**src/flvf_pkg.sv**
```systemverilog
`default_nettype none

package flvf_pkg;

	// Command codes carried by a request.
	localparam logic [1:0] CMD_FILE_HDR = 2'd0;
	localparam logic [1:0] CMD_SEQ_OPEN = 2'd1;
	localparam logic [1:0] CMD_PIC_OPEN = 2'd2;
	localparam logic [1:0] CMD_PAYLOAD  = 2'd3;

	// Kinds of byte run that the back end produces.
	localparam logic [2:0] KIND_ERR  = 3'd0;
	localparam logic [2:0] KIND_FHDR = 3'd1;
	localparam logic [2:0] KIND_SEQ  = 3'd2;
	localparam logic [2:0] KIND_PIC  = 3'd3;
	localparam logic [2:0] KIND_PAY  = 3'd4;

	// Stream constants.
	localparam logic [7:0] SIG_F          = 8'h46;
	localparam logic [7:0] SIG_L          = 8'h4c;
	localparam logic [7:0] SIG_V          = 8'h56;
	localparam logic [7:0] TAG_TYPE_VIDEO = 8'h09;
	localparam logic [7:0] VID_KEY_AVC    = 8'h17;
	localparam logic [7:0] VID_INTER_AVC  = 8'h27;
	localparam logic [7:0] NAL_LEN_SIZE   = 8'hff;
	localparam logic [7:0] SPS_COUNT      = 8'he1;

	typedef struct packed {
		logic [1:0]  command;
		logic        key_frame;
		logic [31:0] timestamp;
		logic [23:0] first_length;
		logic [15:0] second_length;
		logic [7:0]  profile_byte;
		logic [7:0]  compat_byte;
		logic [7:0]  level_byte;
		logic [7:0]  payload_byte;
	} flvf_in_t;

	typedef struct packed {
		logic [7:0] out_byte;
		logic       run_last;
		logic       tag_end;
		logic       error;
	} flvf_out_t;

	// One classified request, as handed from the front end to the back end.
	typedef struct packed {
		logic [2:0]  kind;
		logic        do_pps;
		logic        do_trailer;
		logic        key_frame;
		logic [31:0] timestamp;
		logic [23:0] data_size;
		logic [23:0] first_length;
		logic [15:0] pps_len;
		logic [7:0]  profile_byte;
		logic [7:0]  compat_byte;
		logic [7:0]  level_byte;
		logic [7:0]  payload_byte;
		logic [31:0] trailer_size;
	} flvf_job_t;

endpackage

`default_nettype wire

```
**src/flvf_front.sv**
```systemverilog
`default_nettype none

module flvf_front import flvf_pkg::*; (
	input  wire logic      clk,
	input  wire logic      arst_n,
	input  wire logic      in_valid,
	output logic           in_ready,
	input  wire flvf_in_t  in_data,
	output logic           push_valid,
	input  wire logic      push_ready,
	output flvf_job_t      push_job
);

	localparam logic [1:0] PH_IDLE = 2'd0;
	localparam logic [1:0] PH_SPS  = 2'd1;
	localparam logic [1:0] PH_PPS  = 2'd2;
	localparam logic [1:0] PH_NALU = 2'd3;

	logic [1:0]  phase_q, phase_d;
	logic [23:0] bytes_left_q, bytes_left_d;
	logic [15:0] pps_count_q, pps_count_d;
	logic [31:0] trailer_size_q, trailer_size_d;
	logic [23:0] seq_body;
	logic [31:0] seq_trailer;
	logic [31:0] pic_body;
	logic [31:0] pic_trailer;
	logic [23:0] bytes_dec;
	logic        accept;
	flvf_job_t   job;

	assign in_ready   = push_ready;
	assign push_valid = in_valid;
	assign push_job   = job;
	assign accept     = in_valid && push_ready;

	assign seq_body    = {8'd0, in_data.first_length[15:0]} + {8'd0, in_data.second_length}
		+ 24'd16;
	assign seq_trailer = {8'd0, seq_body} + 32'd11;
	assign pic_body    = {8'd0, in_data.first_length} + 32'd9;
	assign pic_trailer = {8'd0, in_data.first_length} + 32'd20;
	assign bytes_dec   = bytes_left_q - 24'd1;

	always_comb begin
		phase_d        = phase_q;
		bytes_left_d   = bytes_left_q;
		pps_count_d    = pps_count_q;
		trailer_size_d = trailer_size_q;

		job              = '0;
		job.kind         = KIND_ERR;
		job.key_frame    = in_data.key_frame;
		job.timestamp    = in_data.timestamp;
		job.first_length = in_data.first_length;
		job.pps_len      = pps_count_q;
		job.profile_byte = in_data.profile_byte;
		job.compat_byte  = in_data.compat_byte;
		job.level_byte   = in_data.level_byte;
		job.payload_byte = in_data.payload_byte;
		job.trailer_size = trailer_size_q;

		unique case (in_data.command)
			CMD_FILE_HDR: begin
				if (phase_q == PH_IDLE) begin
					job.kind = KIND_FHDR;
				end
			end
			CMD_SEQ_OPEN: begin
				if (phase_q == PH_IDLE && in_data.first_length[23:16] == 8'd0) begin
					job.kind         = KIND_SEQ;
					job.data_size    = seq_body;
					job.trailer_size = seq_trailer;
					job.pps_len      = in_data.second_length;
					trailer_size_d   = seq_trailer;
					pps_count_d      = in_data.second_length;
					if (in_data.first_length == 24'd0) begin
						// Empty SPS: the PPS framing follows at once.
						job.do_pps = 1'b1;
						if (in_data.second_length == 16'd0) begin
							job.do_trailer = 1'b1;
							phase_d        = PH_IDLE;
							bytes_left_d   = 24'd0;
						end else begin
							phase_d      = PH_PPS;
							bytes_left_d = {8'd0, in_data.second_length};
						end
					end else begin
						phase_d      = PH_SPS;
						bytes_left_d = in_data.first_length;
					end
				end
			end
			CMD_PIC_OPEN: begin
				if (phase_q == PH_IDLE) begin
					job.kind         = KIND_PIC;
					job.data_size    = pic_body[23:0];
					job.trailer_size = pic_trailer;
					trailer_size_d   = pic_trailer;
					if (in_data.first_length == 24'd0) begin
						job.do_trailer = 1'b1;
						bytes_left_d   = 24'd0;
					end else begin
						phase_d      = PH_NALU;
						bytes_left_d = in_data.first_length;
					end
				end
			end
			CMD_PAYLOAD: begin
				if (phase_q != PH_IDLE && bytes_left_q != 24'd0) begin
					job.kind     = KIND_PAY;
					bytes_left_d = bytes_dec;
					if (bytes_dec == 24'd0) begin
						if (phase_q == PH_SPS) begin
							job.do_pps = 1'b1;
							if (pps_count_q == 16'd0) begin
								job.do_trailer = 1'b1;
								phase_d        = PH_IDLE;
							end else begin
								phase_d      = PH_PPS;
								bytes_left_d = {8'd0, pps_count_q};
							end
						end else begin
							job.do_trailer = 1'b1;
							phase_d        = PH_IDLE;
						end
					end
				end
			end
		endcase
	end

	always_ff @(posedge clk or negedge arst_n) begin
		if (!arst_n) begin
			phase_q        <= PH_IDLE;
			bytes_left_q   <= 24'd0;
			pps_count_q    <= 16'd0;
			trailer_size_q <= 32'd0;
		end else if (accept) begin
			phase_q        <= phase_d;
			bytes_left_q   <= bytes_left_d;
			pps_count_q    <= pps_count_d;
			trailer_size_q <= trailer_size_d;
		end
	end

`ifndef NO_ASSERTIONS
	a_idle_no_bytes: assert property (@(posedge clk) disable iff (!arst_n)
		(phase_q == PH_IDLE) |-> (bytes_left_q == 24'd0))
		else $error("idle phase with payload bytes still due");

	a_open_has_bytes: assert property (@(posedge clk) disable iff (!arst_n)
		(phase_q != PH_IDLE) |-> (bytes_left_q != 24'd0))
		else $error("open tag with no payload bytes due");
`endif

endmodule

`default_nettype wire

```
**src/flvf_queue.sv**
```systemverilog
`default_nettype none

module flvf_queue import flvf_pkg::*; #(
	parameter int Depth = 2
) (
	input  wire logic      clk,
	input  wire logic      arst_n,
	input  wire logic      push_valid,
	output logic           push_ready,
	input  wire flvf_job_t push_job,
	output logic           pop_valid,
	input  wire logic      pop_ready,
	output flvf_job_t      pop_job
);

	localparam int PtrW = (Depth > 1) ? $clog2(Depth) : 1;
	localparam int CntW = $clog2(Depth + 1);

	flvf_job_t         entries_q [Depth];
	logic [PtrW-1:0]   wr_ptr_q, rd_ptr_q;
	logic [CntW-1:0]   count_q;
	logic              do_push, do_pop;

	assign push_ready = (count_q != CntW'(Depth));
	assign pop_valid  = (count_q != '0);
	assign pop_job    = entries_q[rd_ptr_q];
	assign do_push    = push_valid && push_ready;
	assign do_pop     = pop_valid && pop_ready;

	always_ff @(posedge clk) begin
		if (do_push) begin
			entries_q[wr_ptr_q] <= push_job;
		end
	end

	always_ff @(posedge clk or negedge arst_n) begin
		if (!arst_n) begin
			wr_ptr_q <= '0;
			rd_ptr_q <= '0;
			count_q  <= '0;
		end else begin
			if (do_push) begin
				wr_ptr_q <= (wr_ptr_q == PtrW'(Depth - 1)) ? '0 : wr_ptr_q + PtrW'(1);
			end
			if (do_pop) begin
				rd_ptr_q <= (rd_ptr_q == PtrW'(Depth - 1)) ? '0 : rd_ptr_q + PtrW'(1);
			end
			if (do_push && !do_pop) begin
				count_q <= count_q + CntW'(1);
			end else if (do_pop && !do_push) begin
				count_q <= count_q - CntW'(1);
			end
		end
	end

`ifndef NO_ASSERTIONS
	a_count_bound: assert property (@(posedge clk) disable iff (!arst_n)
		count_q <= CntW'(Depth))
		else $error("queue count beyond depth");

	a_count_ptrs: assert property (@(posedge clk) disable iff (!arst_n)
		(count_q == '0) |-> (wr_ptr_q == rd_ptr_q))
		else $error("empty queue with pointers apart");

	a_count_step: assert property (@(posedge clk) disable iff (!arst_n)
		(do_push && !do_pop) |=> (count_q == $past(count_q) + CntW'(1)))
		else $error("queue count missed a push");
`endif

endmodule

`default_nettype wire

```
**src/flvf_back.sv**
```systemverilog
`default_nettype none

module flvf_back import flvf_pkg::*; (
	input  wire logic      clk,
	input  wire logic      arst_n,
	input  wire logic      pop_valid,
	output logic           pop_ready,
	input  wire flvf_job_t pop_job,
	output logic           out_valid,
	input  wire logic      out_ready,
	output flvf_out_t      out_data
);

	localparam logic [1:0] SEG_MAIN = 2'd0;
	localparam logic [1:0] SEG_PPS  = 2'd1;
	localparam logic [1:0] SEG_TRL  = 2'd2;

	flvf_job_t  job_q;
	logic       active_q;
	logic [1:0] seg_q;
	logic [4:0] idx_q;
	logic       out_valid_q;
	flvf_out_t  out_data_q;

	logic [4:0] main_last;
	logic       main_end;
	logic       job_last;
	logic       last_tag_byte;
	logic [7:0] hdr_byte;
	logic [7:0] seq_byte;
	logic [7:0] pic_byte;
	logic [7:0] fhdr_byte;
	logic [7:0] cur_byte;
	logic       emit;
	logic       load;

	assign out_valid = out_valid_q;
	assign out_data  = out_data_q;

	always_comb begin
		unique case (job_q.kind)
			KIND_FHDR: main_last = 5'd12;
			KIND_SEQ:  main_last = 5'd23;
			KIND_PIC:  main_last = 5'd19;
			default:   main_last = 5'd0;
		endcase
	end

	assign main_end = (seg_q == SEG_MAIN) && (idx_q == main_last);

	always_comb begin
		job_last      = 1'b0;
		last_tag_byte = 1'b0;
		unique case (seg_q)
			SEG_MAIN: begin
				job_last      = main_end && !job_q.do_pps && !job_q.do_trailer;
				last_tag_byte = main_end && (job_q.kind == KIND_FHDR);
			end
			SEG_PPS: job_last = (idx_q == 5'd2) && !job_q.do_trailer;
			SEG_TRL: begin
				job_last      = (idx_q == 5'd3);
				last_tag_byte = (idx_q == 5'd3);
			end
			default: job_last = 1'b1;
		endcase
	end

	// Tag header, shared by both tag kinds.
	always_comb begin
		unique case (idx_q)
			5'd0:    hdr_byte = TAG_TYPE_VIDEO;
			5'd1:    hdr_byte = job_q.data_size[23:16];
			5'd2:    hdr_byte = job_q.data_size[15:8];
			5'd3:    hdr_byte = job_q.data_size[7:0];
			5'd4:    hdr_byte = job_q.timestamp[23:16];
			5'd5:    hdr_byte = job_q.timestamp[15:8];
			5'd6:    hdr_byte = job_q.timestamp[7:0];
			5'd7:    hdr_byte = job_q.timestamp[31:24];
			default: hdr_byte = 8'h00;
		endcase
	end

	// Video header, configuration record and SPS framing.
	always_comb begin
		unique case (idx_q)
			5'd11:   seq_byte = VID_KEY_AVC;
			5'd16:   seq_byte = 8'h01;
			5'd17:   seq_byte = job_q.profile_byte;
			5'd18:   seq_byte = job_q.compat_byte;
			5'd19:   seq_byte = job_q.level_byte;
			5'd20:   seq_byte = NAL_LEN_SIZE;
			5'd21:   seq_byte = SPS_COUNT;
			5'd22:   seq_byte = job_q.first_length[15:8];
			5'd23:   seq_byte = job_q.first_length[7:0];
			default: seq_byte = hdr_byte;
		endcase
	end

	// Video header and NALU length.
	always_comb begin
		unique case (idx_q)
			5'd11:   pic_byte = job_q.key_frame ? VID_KEY_AVC : VID_INTER_AVC;
			5'd12:   pic_byte = 8'h01;
			5'd17:   pic_byte = job_q.first_length[23:16];
			5'd18:   pic_byte = job_q.first_length[15:8];
			5'd19:   pic_byte = job_q.first_length[7:0];
			default: pic_byte = hdr_byte;
		endcase
	end

	always_comb begin
		unique case (idx_q)
			5'd0:       fhdr_byte = SIG_F;
			5'd1:       fhdr_byte = SIG_L;
			5'd2:       fhdr_byte = SIG_V;
			5'd3, 5'd4: fhdr_byte = 8'h01;
			5'd8:       fhdr_byte = 8'h09;
			default:    fhdr_byte = 8'h00;
		endcase
	end

	always_comb begin
		cur_byte = 8'h00;
		unique case (seg_q)
			SEG_MAIN: begin
				unique case (job_q.kind)
					KIND_FHDR: cur_byte = fhdr_byte;
					KIND_SEQ:  cur_byte = seq_byte;
					KIND_PIC:  cur_byte = pic_byte;
					KIND_PAY:  cur_byte = job_q.payload_byte;
					default:   cur_byte = 8'h00;
				endcase
			end
			SEG_PPS: begin
				unique case (idx_q)
					5'd0:    cur_byte = 8'h01;
					5'd1:    cur_byte = job_q.pps_len[15:8];
					default: cur_byte = job_q.pps_len[7:0];
				endcase
			end
			SEG_TRL: begin
				unique case (idx_q)
					5'd0:    cur_byte = job_q.trailer_size[31:24];
					5'd1:    cur_byte = job_q.trailer_size[23:16];
					5'd2:    cur_byte = job_q.trailer_size[15:8];
					default: cur_byte = job_q.trailer_size[7:0];
				endcase
			end
			default: cur_byte = 8'h00;
		endcase
	end

	assign emit      = active_q && (!out_valid_q || out_ready);
	assign load      = (!active_q || (emit && job_last)) && pop_valid;
	assign pop_ready = !active_q || (emit && job_last);

	always_ff @(posedge clk or negedge arst_n) begin
		if (!arst_n) begin
			active_q <= 1'b0;
			seg_q    <= SEG_MAIN;
			idx_q    <= 5'd0;
		end else if (load) begin
			active_q <= 1'b1;
			seg_q    <= SEG_MAIN;
			idx_q    <= 5'd0;
		end else if (emit) begin
			if (job_last) begin
				active_q <= 1'b0;
			end else if (main_end) begin
				seg_q <= job_q.do_pps ? SEG_PPS : SEG_TRL;
				idx_q <= 5'd0;
			end else if (seg_q == SEG_PPS && idx_q == 5'd2) begin
				seg_q <= SEG_TRL;
				idx_q <= 5'd0;
			end else begin
				idx_q <= idx_q + 5'd1;
			end
		end
	end

	always_ff @(posedge clk) begin
		if (load) begin
			job_q <= pop_job;
		end
		if (emit) begin
			out_data_q.out_byte <= cur_byte;
			out_data_q.run_last <= job_last;
			out_data_q.tag_end  <= last_tag_byte;
			out_data_q.error    <= (job_q.kind == KIND_ERR);
		end
	end

	always_ff @(posedge clk or negedge arst_n) begin
		if (!arst_n) begin
			out_valid_q <= 1'b0;
		end else if (emit) begin
			out_valid_q <= 1'b1;
		end else if (out_ready) begin
			out_valid_q <= 1'b0;
		end
	end

`ifndef NO_ASSERTIONS
	a_error_alone: assert property (@(posedge clk) disable iff (!arst_n)
		(out_valid_q && out_data_q.error) |->
		(out_data_q.run_last && out_data_q.out_byte == 8'h00 && !out_data_q.tag_end))
		else $error("error result is not a lone zero byte");

	a_tag_end_last: assert property (@(posedge clk) disable iff (!arst_n)
		(out_valid_q && out_data_q.tag_end) |-> out_data_q.run_last)
		else $error("tag end before the end of the run");

	a_trailer_wanted: assert property (@(posedge clk) disable iff (!arst_n)
		(active_q && seg_q == SEG_TRL) |-> job_q.do_trailer)
		else $error("trailer emitted for a run that closes no tag");
`endif

endmodule

`default_nettype wire

```
**src/flv_video_tag_framer.sv**
```systemverilog
// A request's job is queued, then loaded into the back end, whose output is registered. The
// back end emits one stream byte per cycle unless the output stalls; runs are 1 to 31 bytes.
// Requests are taken one per cycle while the job queue (QueueDepth entries) has room,
// so unstalled payload bytes pass at one per cycle; a header run holds the input for its length.
// Reset (arst_n low, asynchronous) closes any open tag, empties the queue, drops output valid.
`default_nettype none

module flv_video_tag_framer import flvf_pkg::*; #(
	parameter int QueueDepth = 2
) (
	input  wire logic     clk,
	input  wire logic     arst_n,
	input  wire logic     in_valid,
	output logic          in_ready,
	input  wire flvf_in_t in_data,
	output logic          out_valid,
	input  wire logic     out_ready,
	output flvf_out_t     out_data
);

	// The front end classifies each request against the tag state it keeps
	// (phase, payload bytes still due, PPS length, previous tag size) and
	// turns it into a job that names the run of bytes to emit: a main part
	// (file header, tag headers, one payload byte or an error), then PPS
	// framing and the previous tag size where the request closes a part.
	// The state moves at acceptance, so the next request is judged at once.
	logic      push_valid;
	logic      push_ready;
	flvf_job_t push_job;

	// Queue between the two halves, so that a long header run in the back
	// end does not stop the front end until the queue fills.
	logic      pop_valid;
	logic      pop_ready;
	flvf_job_t pop_job;

	flvf_front u_front (
		.clk        (clk),
		.arst_n     (arst_n),
		.in_valid   (in_valid),
		.in_ready   (in_ready),
		.in_data    (in_data),
		.push_valid (push_valid),
		.push_ready (push_ready),
		.push_job   (push_job)
	);

	flvf_queue #(
		.Depth (QueueDepth)
	) u_queue (
		.clk        (clk),
		.arst_n     (arst_n),
		.push_valid (push_valid),
		.push_ready (push_ready),
		.push_job   (push_job),
		.pop_valid  (pop_valid),
		.pop_ready  (pop_ready),
		.pop_job    (pop_job)
	);

	// The back end walks the job byte by byte into an output register; it
	// takes the next job in the same cycle that it emits the last byte of
	// the current one, so runs follow each other without a gap.
	flvf_back u_back (
		.clk       (clk),
		.arst_n    (arst_n),
		.pop_valid (pop_valid),
		.pop_ready (pop_ready),
		.pop_job   (pop_job),
		.out_valid (out_valid),
		.out_ready (out_ready),
		.out_data  (out_data)
	);

endmodule

`default_nettype wire

```
**config.mk**
```make
export PLATFORM = sky130hd
export DESIGN_NAME = flv_video_tag_framer
export DESIGN_NICKNAME = d
export VERILOG_FILES = /design/src/flvf_pkg.sv /design/src/flvf_front.sv /design/src/flvf_queue.sv /design/src/flvf_back.sv /design/src/flv_video_tag_framer.sv
export SDC_FILE = /design/constraint.sdc
export NUM_CORES = 1
export LEC_CHECK = 0
export ABC_CLOCK_PERIOD_IN_PS = 12300
export BUFFER_PORTS_ARGS = -buffer_cell sky130_fd_sc_hd__buf_2
export CAP_MARGIN = 5
export CORE_AREA = 2 2 308 158
export DETAILED_ROUTE_END_ITERATION = 7
export DIE_AREA = 0 0 310 160
export PLACE_DENSITY = 0.75
export SLEW_MARGIN = 20
export SYNTH_ARGS = -nofsm -noshare
export SYNTH_HDL_FRONTEND = slang
export SYNTH_SLANG_ARGS = --single-unit
```
**constraint.sdc**
```tcl
create_clock -name clk -period 12.3 [get_ports clk]
set_input_delay 1.23 -clock clk [delete_from_list [all_inputs] [get_ports clk]]
set_output_delay 1.23 -clock clk [all_outputs]
set_load 0.005 [all_outputs]
```
After elaboration in Yosys (flattened, before gate mapping)
Memory sizes are Yosys's and may differ from the RTL's. A register that Yosys moved wholly into a read port is not among the register bits.
Index checks and enable logic that the tools add are counted.
{ "totals": {"regBits": 98, "mem_bits_rw": 332, "out_inout_bits": 13, "mem_count": 1} }
{ "memory_table": {"columns": ["memory", "words", "width", "rd", "rd_clocked_by_memory_dff", "wr", "line", "source"], "rows": [
  ["u_queue.entries_q", 2, 166, 1, 1, 1, "flvf_queue.sv:19", "flvf_job_t entries_q [Depth];"]
]} }
{ "op_classes": {"addsub": 11, "n_eq_ne": 36, "mux": 77, "n_reduce_logical": 47} }
{ "ops": {"columns": ["operator", "count"], "rows": [
  ["$mux W24", 10],
  ["$pmux W24 S3", 1],
  ["$pmux W8 S9", 1],
  ["$mux W32", 2],
  ["$pmux W32 S2", 1],
  ["$pmux W8 S8", 1],
  ["$logic_not A24 Y1", 2],
  ["$mux W16", 3],
  ["$pmux W24 S2", 1],
  ["$pmux W8 S3", 2],
  ["$eq A5 B5 Y1 const B", 8],
  ["$mux W2", 20],
  ["$pmux W8 S5", 1],
  ["$pmux W7 S5", 1],
  ["$logic_not A16 Y1", 2],
  ["$pmux W8 S4", 1],
  ["$mux W5", 6],
  ["$add A24 B4 Y25 const B", 1],
  ["$add A24 B5 Y25 const B", 1],
  ["$add A24 B4 Y24 const B", 1],
  ["$add A24 B5 Y24 const B", 1],
  ["$reduce_bool A24 Y1", 1],
  ["$sub A24 B1 Y24 const B", 1],
  ["$eq A5 B3 Y1 const B", 4],
  ["other kinds (39)", 98]
]} }

Depth between registers and ports, before layout
{ "logic_depth": {"depth_word": 13, "mapped_depth": 15, "ltp_nobuf": 15} }

By module
A second synthesis with hierarchy kept.
{ "hier_totals": {"hier_cells": 2141, "area_unflattened_um2": 28673.8} }
{ "by_module_without_submodules": {"columns": ["mod", "n_inst", "cells_per_inst", "area_per_inst_um2", "seq_area_each_um2"], "rows": [
  ["flvf_queue", 1, 535, 12715.9, 10069.7],
  ["flvf_back", 1, 544, 8036.5, 5540.3],
  ["flvf_front", 1, 1062, 7921.3, 1851.8]
]} }

Worst setup path after synthesis
OpenSTA, ideal clock, no wires.
{ "synth_path": {"path_kind": "input port to flip-flop", "startpoint": "input port in_valid", "endpoint": "memory u_queue.entries_q[0][0] (netlist bit) (enable)", "setup_ns": 0.695, "arrival_time_ns": 8.669, "setup_slack_ns": 2.936, "path_stages": 4, "n_path_buf": 2, "path_cell_list": "nand2_1 > clkbuf_1 > clkbuf_1 > nor2_1"} }
{ "synth_via": {"elab_chain_len": 3} }
{ "synth_lines": {"columns": ["item", "line", "source"], "rows": [
  ["from (decl)", "flv_video_tag_framer.sv:13", "input wire logic in_valid,"],
  ["$logic_and A1 B1 Y1", "flvf_queue.sv:27", "assign do_push = push_valid && push_ready;"],
  ["$mux W1", "flvf_queue.sv:31", "if (do_push) begin"],
  ["$mux W1 (not written as such)", "flvf_queue.sv:32", "entries_q[wr_ptr_q] <= push_job;"],
  ["to (decl)", "flvf_queue.sv:19", null]
]} }
No other way between the ends.

Worst setup path after layout
{ "layout_path": {"startpoint": "register u_back.job_q[164] (netlist name)", "endpoint": "register u_back.job_q[29] (netlist name)"} }
{ "layout_via": {"elab_chain_len": 10, "elab_cells_between_ends": 12, "classes_between": "4 x eq/ne; 2 x mux; 6 x reduce/logical"} }
{ "layout_lines": {"columns": ["item", "line", "source"], "rows": [
  ["$eq A3 B2 Y1 or $eq A3 B1 Y1 (tied branches)", "flvf_back.sv:41", "unique case (job_q.kind)"],
  ["$pmux W5 S3 *", "flvf_back.sv:41", null],
  ["$eq A5 B5 Y1 *", "flvf_back.sv:49", "assign main_end = (seg_q == SEG_MAIN) && (idx_q == main_last);"],
  ["$logic_and A1 B1 Y1 *", "flvf_back.sv:49", null],
  ["$logic_and A1 B1 Y1 * (2 in series)", "flvf_back.sv:56", "job_last = main_end && !job_q.do_pps && !job_q.do_trailer;"],
  ["$pmux W1 S3 *", "flvf_back.sv:54", "unique case (seg_q)"],
  ["$logic_and A1 B1 Y1 *", "flvf_back.sv:154", "assign load = (!active_q || (emit && job_last)) && pop_valid;"],
  ["$logic_or A1 B1 Y1 *", "flvf_back.sv:154", null],
  ["$logic_and A1 B1 Y1 *", "flvf_back.sv:154", null],
  ["net u_back.load", "flvf_back.sv:35", "logic load;"]
]} }
The timed path passes the listed nets; every way through them passes the cells marked *.
A chain may end at the register's enable or synchronous reset.

==> results_dict.tcl <==
set metrics [dict create \
    slew_violations 0 \
    seq_area_frac_synth 0.6509 \
    min_path_cells 1 \
    setup-tns-final_ns 0 \
    totalPowerFinal_mw 6.409 \
    setup_viol 0 \
    skew_ns 0.02636 \
    core-area_sq_um 47360 \
    cts_sinks 596 \
    antenna_found_initial 5 \
    synth_top_area_cell "edfxtp_1" \
    wl_per_cell_um 27.40 \
    die_h_um 160 \
    synth_xor_area_frac 0.02854 \
    synth_top_area_frac 0.5697 \
    cp_data_required_time_ns 12.50 \
    drive_gt1_frac 0.2085 \
    cts-root-buf "clkbuf_16" \
    grt_pass1_wl_um 112400 \
    min_period_ns 4.801 \
    drv_cap 0 \
    leakagePower_nw 10.78 \
    relSlewSlack 0.2317 \
    avgSynthCellArea_sq_um 13.30 \
    cts_setup_buffers 0 \
    ioPinCount 124 \
    drtPass1Iterations 8 \
    hp-class "flip-flop to flip-flop" \
    crit_arrival_ns 5.00 \
    yosys_most_used_dff "edfxtp_1" \
    drt_iter0_markers 2660 \
    max_clock_freq_mhz 208.3 \
    synth_fp_nets 2164 \
    cts_made_buffers 50 \
    track_usage 0.3106 \
    worstRegToRegCells 9 \
    nNetsFinal 2254 \
    cts_max_level 2 \
    clk_pin_slew_ns 0.07 \
    num_antenna_cells 0 \
    dieArea_sq_um 49600 \
    worstMarginPinSlew_ns 1.152 \
    synthSimpleGateAreaFrac 0.1060 \
    clockBufferDepth 3 \
    synth-edff-count 509 \
    grt_pass1_vias 17070 \
    peakVddDrop_mv 0.1420 \
    fillers 3535 \
    synth_top_cells_by_area "edfxtp_1 (57%), dfrtp_1 (8.1%), mux2_2 (7.1%)" \
    synth_compound_area_frac 0.1033 \
    gp_congestion 1.115 \
    portBuffers 123 \
    row_count 57 \
    ant_nets 0 \
    ctsHoldBuffers 0 \
    via_per_inst 6.495 \
    muxShareOfSynthArea 0.07206 \
    synth.distinct_cells 95 \
    ff_latch_area_sq_um 17470 \
    drc_errors 11 \
    cts_tree "yes" \
    synth_top_family_by_area "simple AND/OR/NAND/NOR gates" \
    end_kind "flip-flop" \
    rsz0062_at_grt "false" \
    design_area_sq_um 29890 \
    dr_total_vias 18170 \
    grt_max_degree 95 \
    syn_inst 2017 \
    initial_utilization 0.5665 \
    insertion_delay_ns 0.60 \
    syn_to_final_growth_pct 11.40 \
    multi_input_comb_area_sq_um 8833 \
    cts-resized-gates 0 \
    synth-async-reset-ratio 0.1460 \
    cp_max_fo 94 \
    postRouteWirelength_um 76660 \
    dpl_cell_area_sq_um 28090 \
    ys_warn_count 0 \
    critical_path_class "flip-flop to flip-flop" \
    die_w_um 310 \
    start_kind "flip-flop" \
    p_per_area_nw_per_um2 214.4 \
    violations "DRC" \
    status "finished with violations" \
    fin_crit_sh 0.3903 \
    netlist_area_sq_um 26830 \
    synth_fa_ha_area_frac 0.01707 \
    hold_viol 0 \
    dpl.hpwl_um 53830 \
    overflow 0 \
    ys_seq_elements 596 \
]
-- area by class of cell --
cell class,count,area share
Sequential cell,596,0.5844
Multi-Input combinational cell,1269,0.2956
Clock buffer,59,0.04547
Timing Repair Buffer,152,0.02809
Tap cell,649,0.02717
Clock inverter,35,0.01436
Inverter,38,0.004940
-- cell families (layout without fill, tap and decap cells) --
group,count (synthesis),count (layout)
flip-flops,596,596
adder cells (fa/ha/maj),36,36
buffers and inverters,152,284
multiplexers,172,172
AO/OA/AOI/OAI,391,391
XOR/XNOR,85,85
AND/OR/NAND/NOR,585,585
-- stage by stage --
step	utilization	worst slack, ns	hold WS, ns	instances
floorplan	-	2.936	0.4442	2017
global placement	0.5931	7.027	0.4591	2704
detailed placement	0.5932	6.974	0.4651	2704
CTS	0.6310	7.517	0.4816	2798
global route	0.6311	7.028	0.5004	2798
finish	0.6311	7.499	0.4777	2798
-- cells in the mapped netlist, types with 22 or more instances --
cell,n
o22ai_1,34
clkbuf_1,102
o21ai_0,62
mux2_2,169
nand2_1,261
a22o_1,30
ha_1,35
and2_1,22
a222oi_1,31
xnor2_1,42
xor2_1,41
dfrtp_1,87
nand3_1,40
a22oi_1,34
inv_1,38
nor2_1,94
nor3_1,23
edfxtp_1,509
a21oi_1,80
-- cell usage in the layout (no fill, tap or decap), types with 17 or more instances in the layout --
master     synthesis  layout
a21oi_1           80      80
a222oi_1          31      31
a22o_1            30      30
a22oi_1           34      34
and2_1            22      22
and3_1            18      17
buf_2              3     122
buf_4              1      29
clkbuf_16          0      53
dfrtp_1           87      86
edfxtp_1         509     509
ha_1              35      35
inv_1             38      37
mux2_2           169     169
nand2_1          261     261
nand3_1           40      40
nand4_1           21      21
nor2_1            94      92
nor3_1            23      21
nor4_1            21      21
o21ai_0           62      61
o22ai_1           34      34
xnor2_1           42      42
xor2_1            41      41
-- state kept, by name (all words and copies together) (netlist names) --
| register | count |
|---|---|
| u_back.out_valid | 1 |
| u_back.job_q | 166 |
| u_front.phase_q | 2 |
| u_back.out_data | 11 |
| u_back.idx_q | 5 |
| u_queue.rd_ptr_q | 1 |
| u_queue.entries_q | 332 |
| u_front.bytes_left_q | 24 |
| u_back.seg_q | 2 |
| u_queue.wr_ptr_q | 1 |
| u_front.trailer_size_q | 32 |
| u_back.active_q | 1 |
| u_queue.count_q | 2 |
| u_front.pps_count_q | 16 |
-- report_power, final --
group / internal (mW) / switching (mW) / total [mW]
Sequential: 2.74 / 0.250 / 2.99
Combinational: 0.607 / 1.08 / 1.69
Clock: 0.987 / 0.743 / 1.73
-- worst paths after layout --
path                                       startpoint                    endpoint  slack (ns)
setup / recovery                    u_back.job_q[164]            u_back.job_q[29]        7.50
hold / removal             u_front.trailer_size_q[29]  u_front.trailer_size_q[29]        0.48
setup reg to reg                    u_back.job_q[164]            u_back.job_q[29]        7.50
hold reg to reg            u_front.trailer_size_q[29]  u_front.trailer_size_q[29]        0.48
max in group asynchronous                      arst_n            u_queue.rd_ptr_q       10.42
min in group asynchronous                      arst_n    u_front.bytes_left_q[20]        0.66
-- layer usage --
metal / up-vias / share of wire / wire length (um) / track usage
met5: - / 0.00039 / 30 / 0
met4: 4 / 0.018 / 1387 / 0.05687
met3: 133 / 0.16 / 11910 / 0.1358
met2: 1158 / 0.39 / 30080 / 0.3954
met1: 9016 / 0.43 / 33250 / 0.4894
li1: 7862 / - / - / -
-- worst max-delay path, stage by stage, from the launching register on --
cell and delay [ns]:
edfxtp_1 0.82, nand2_1 0.33, nor2_1 0.16, a21oi_1 0.05
nor4_1 0.58, a21oi_1 0.26, o21ai_1 0.25, o21ai_1 0.28
inv_6 0.70, buf_4 0.90
Power figures use the tool's default switching activity.
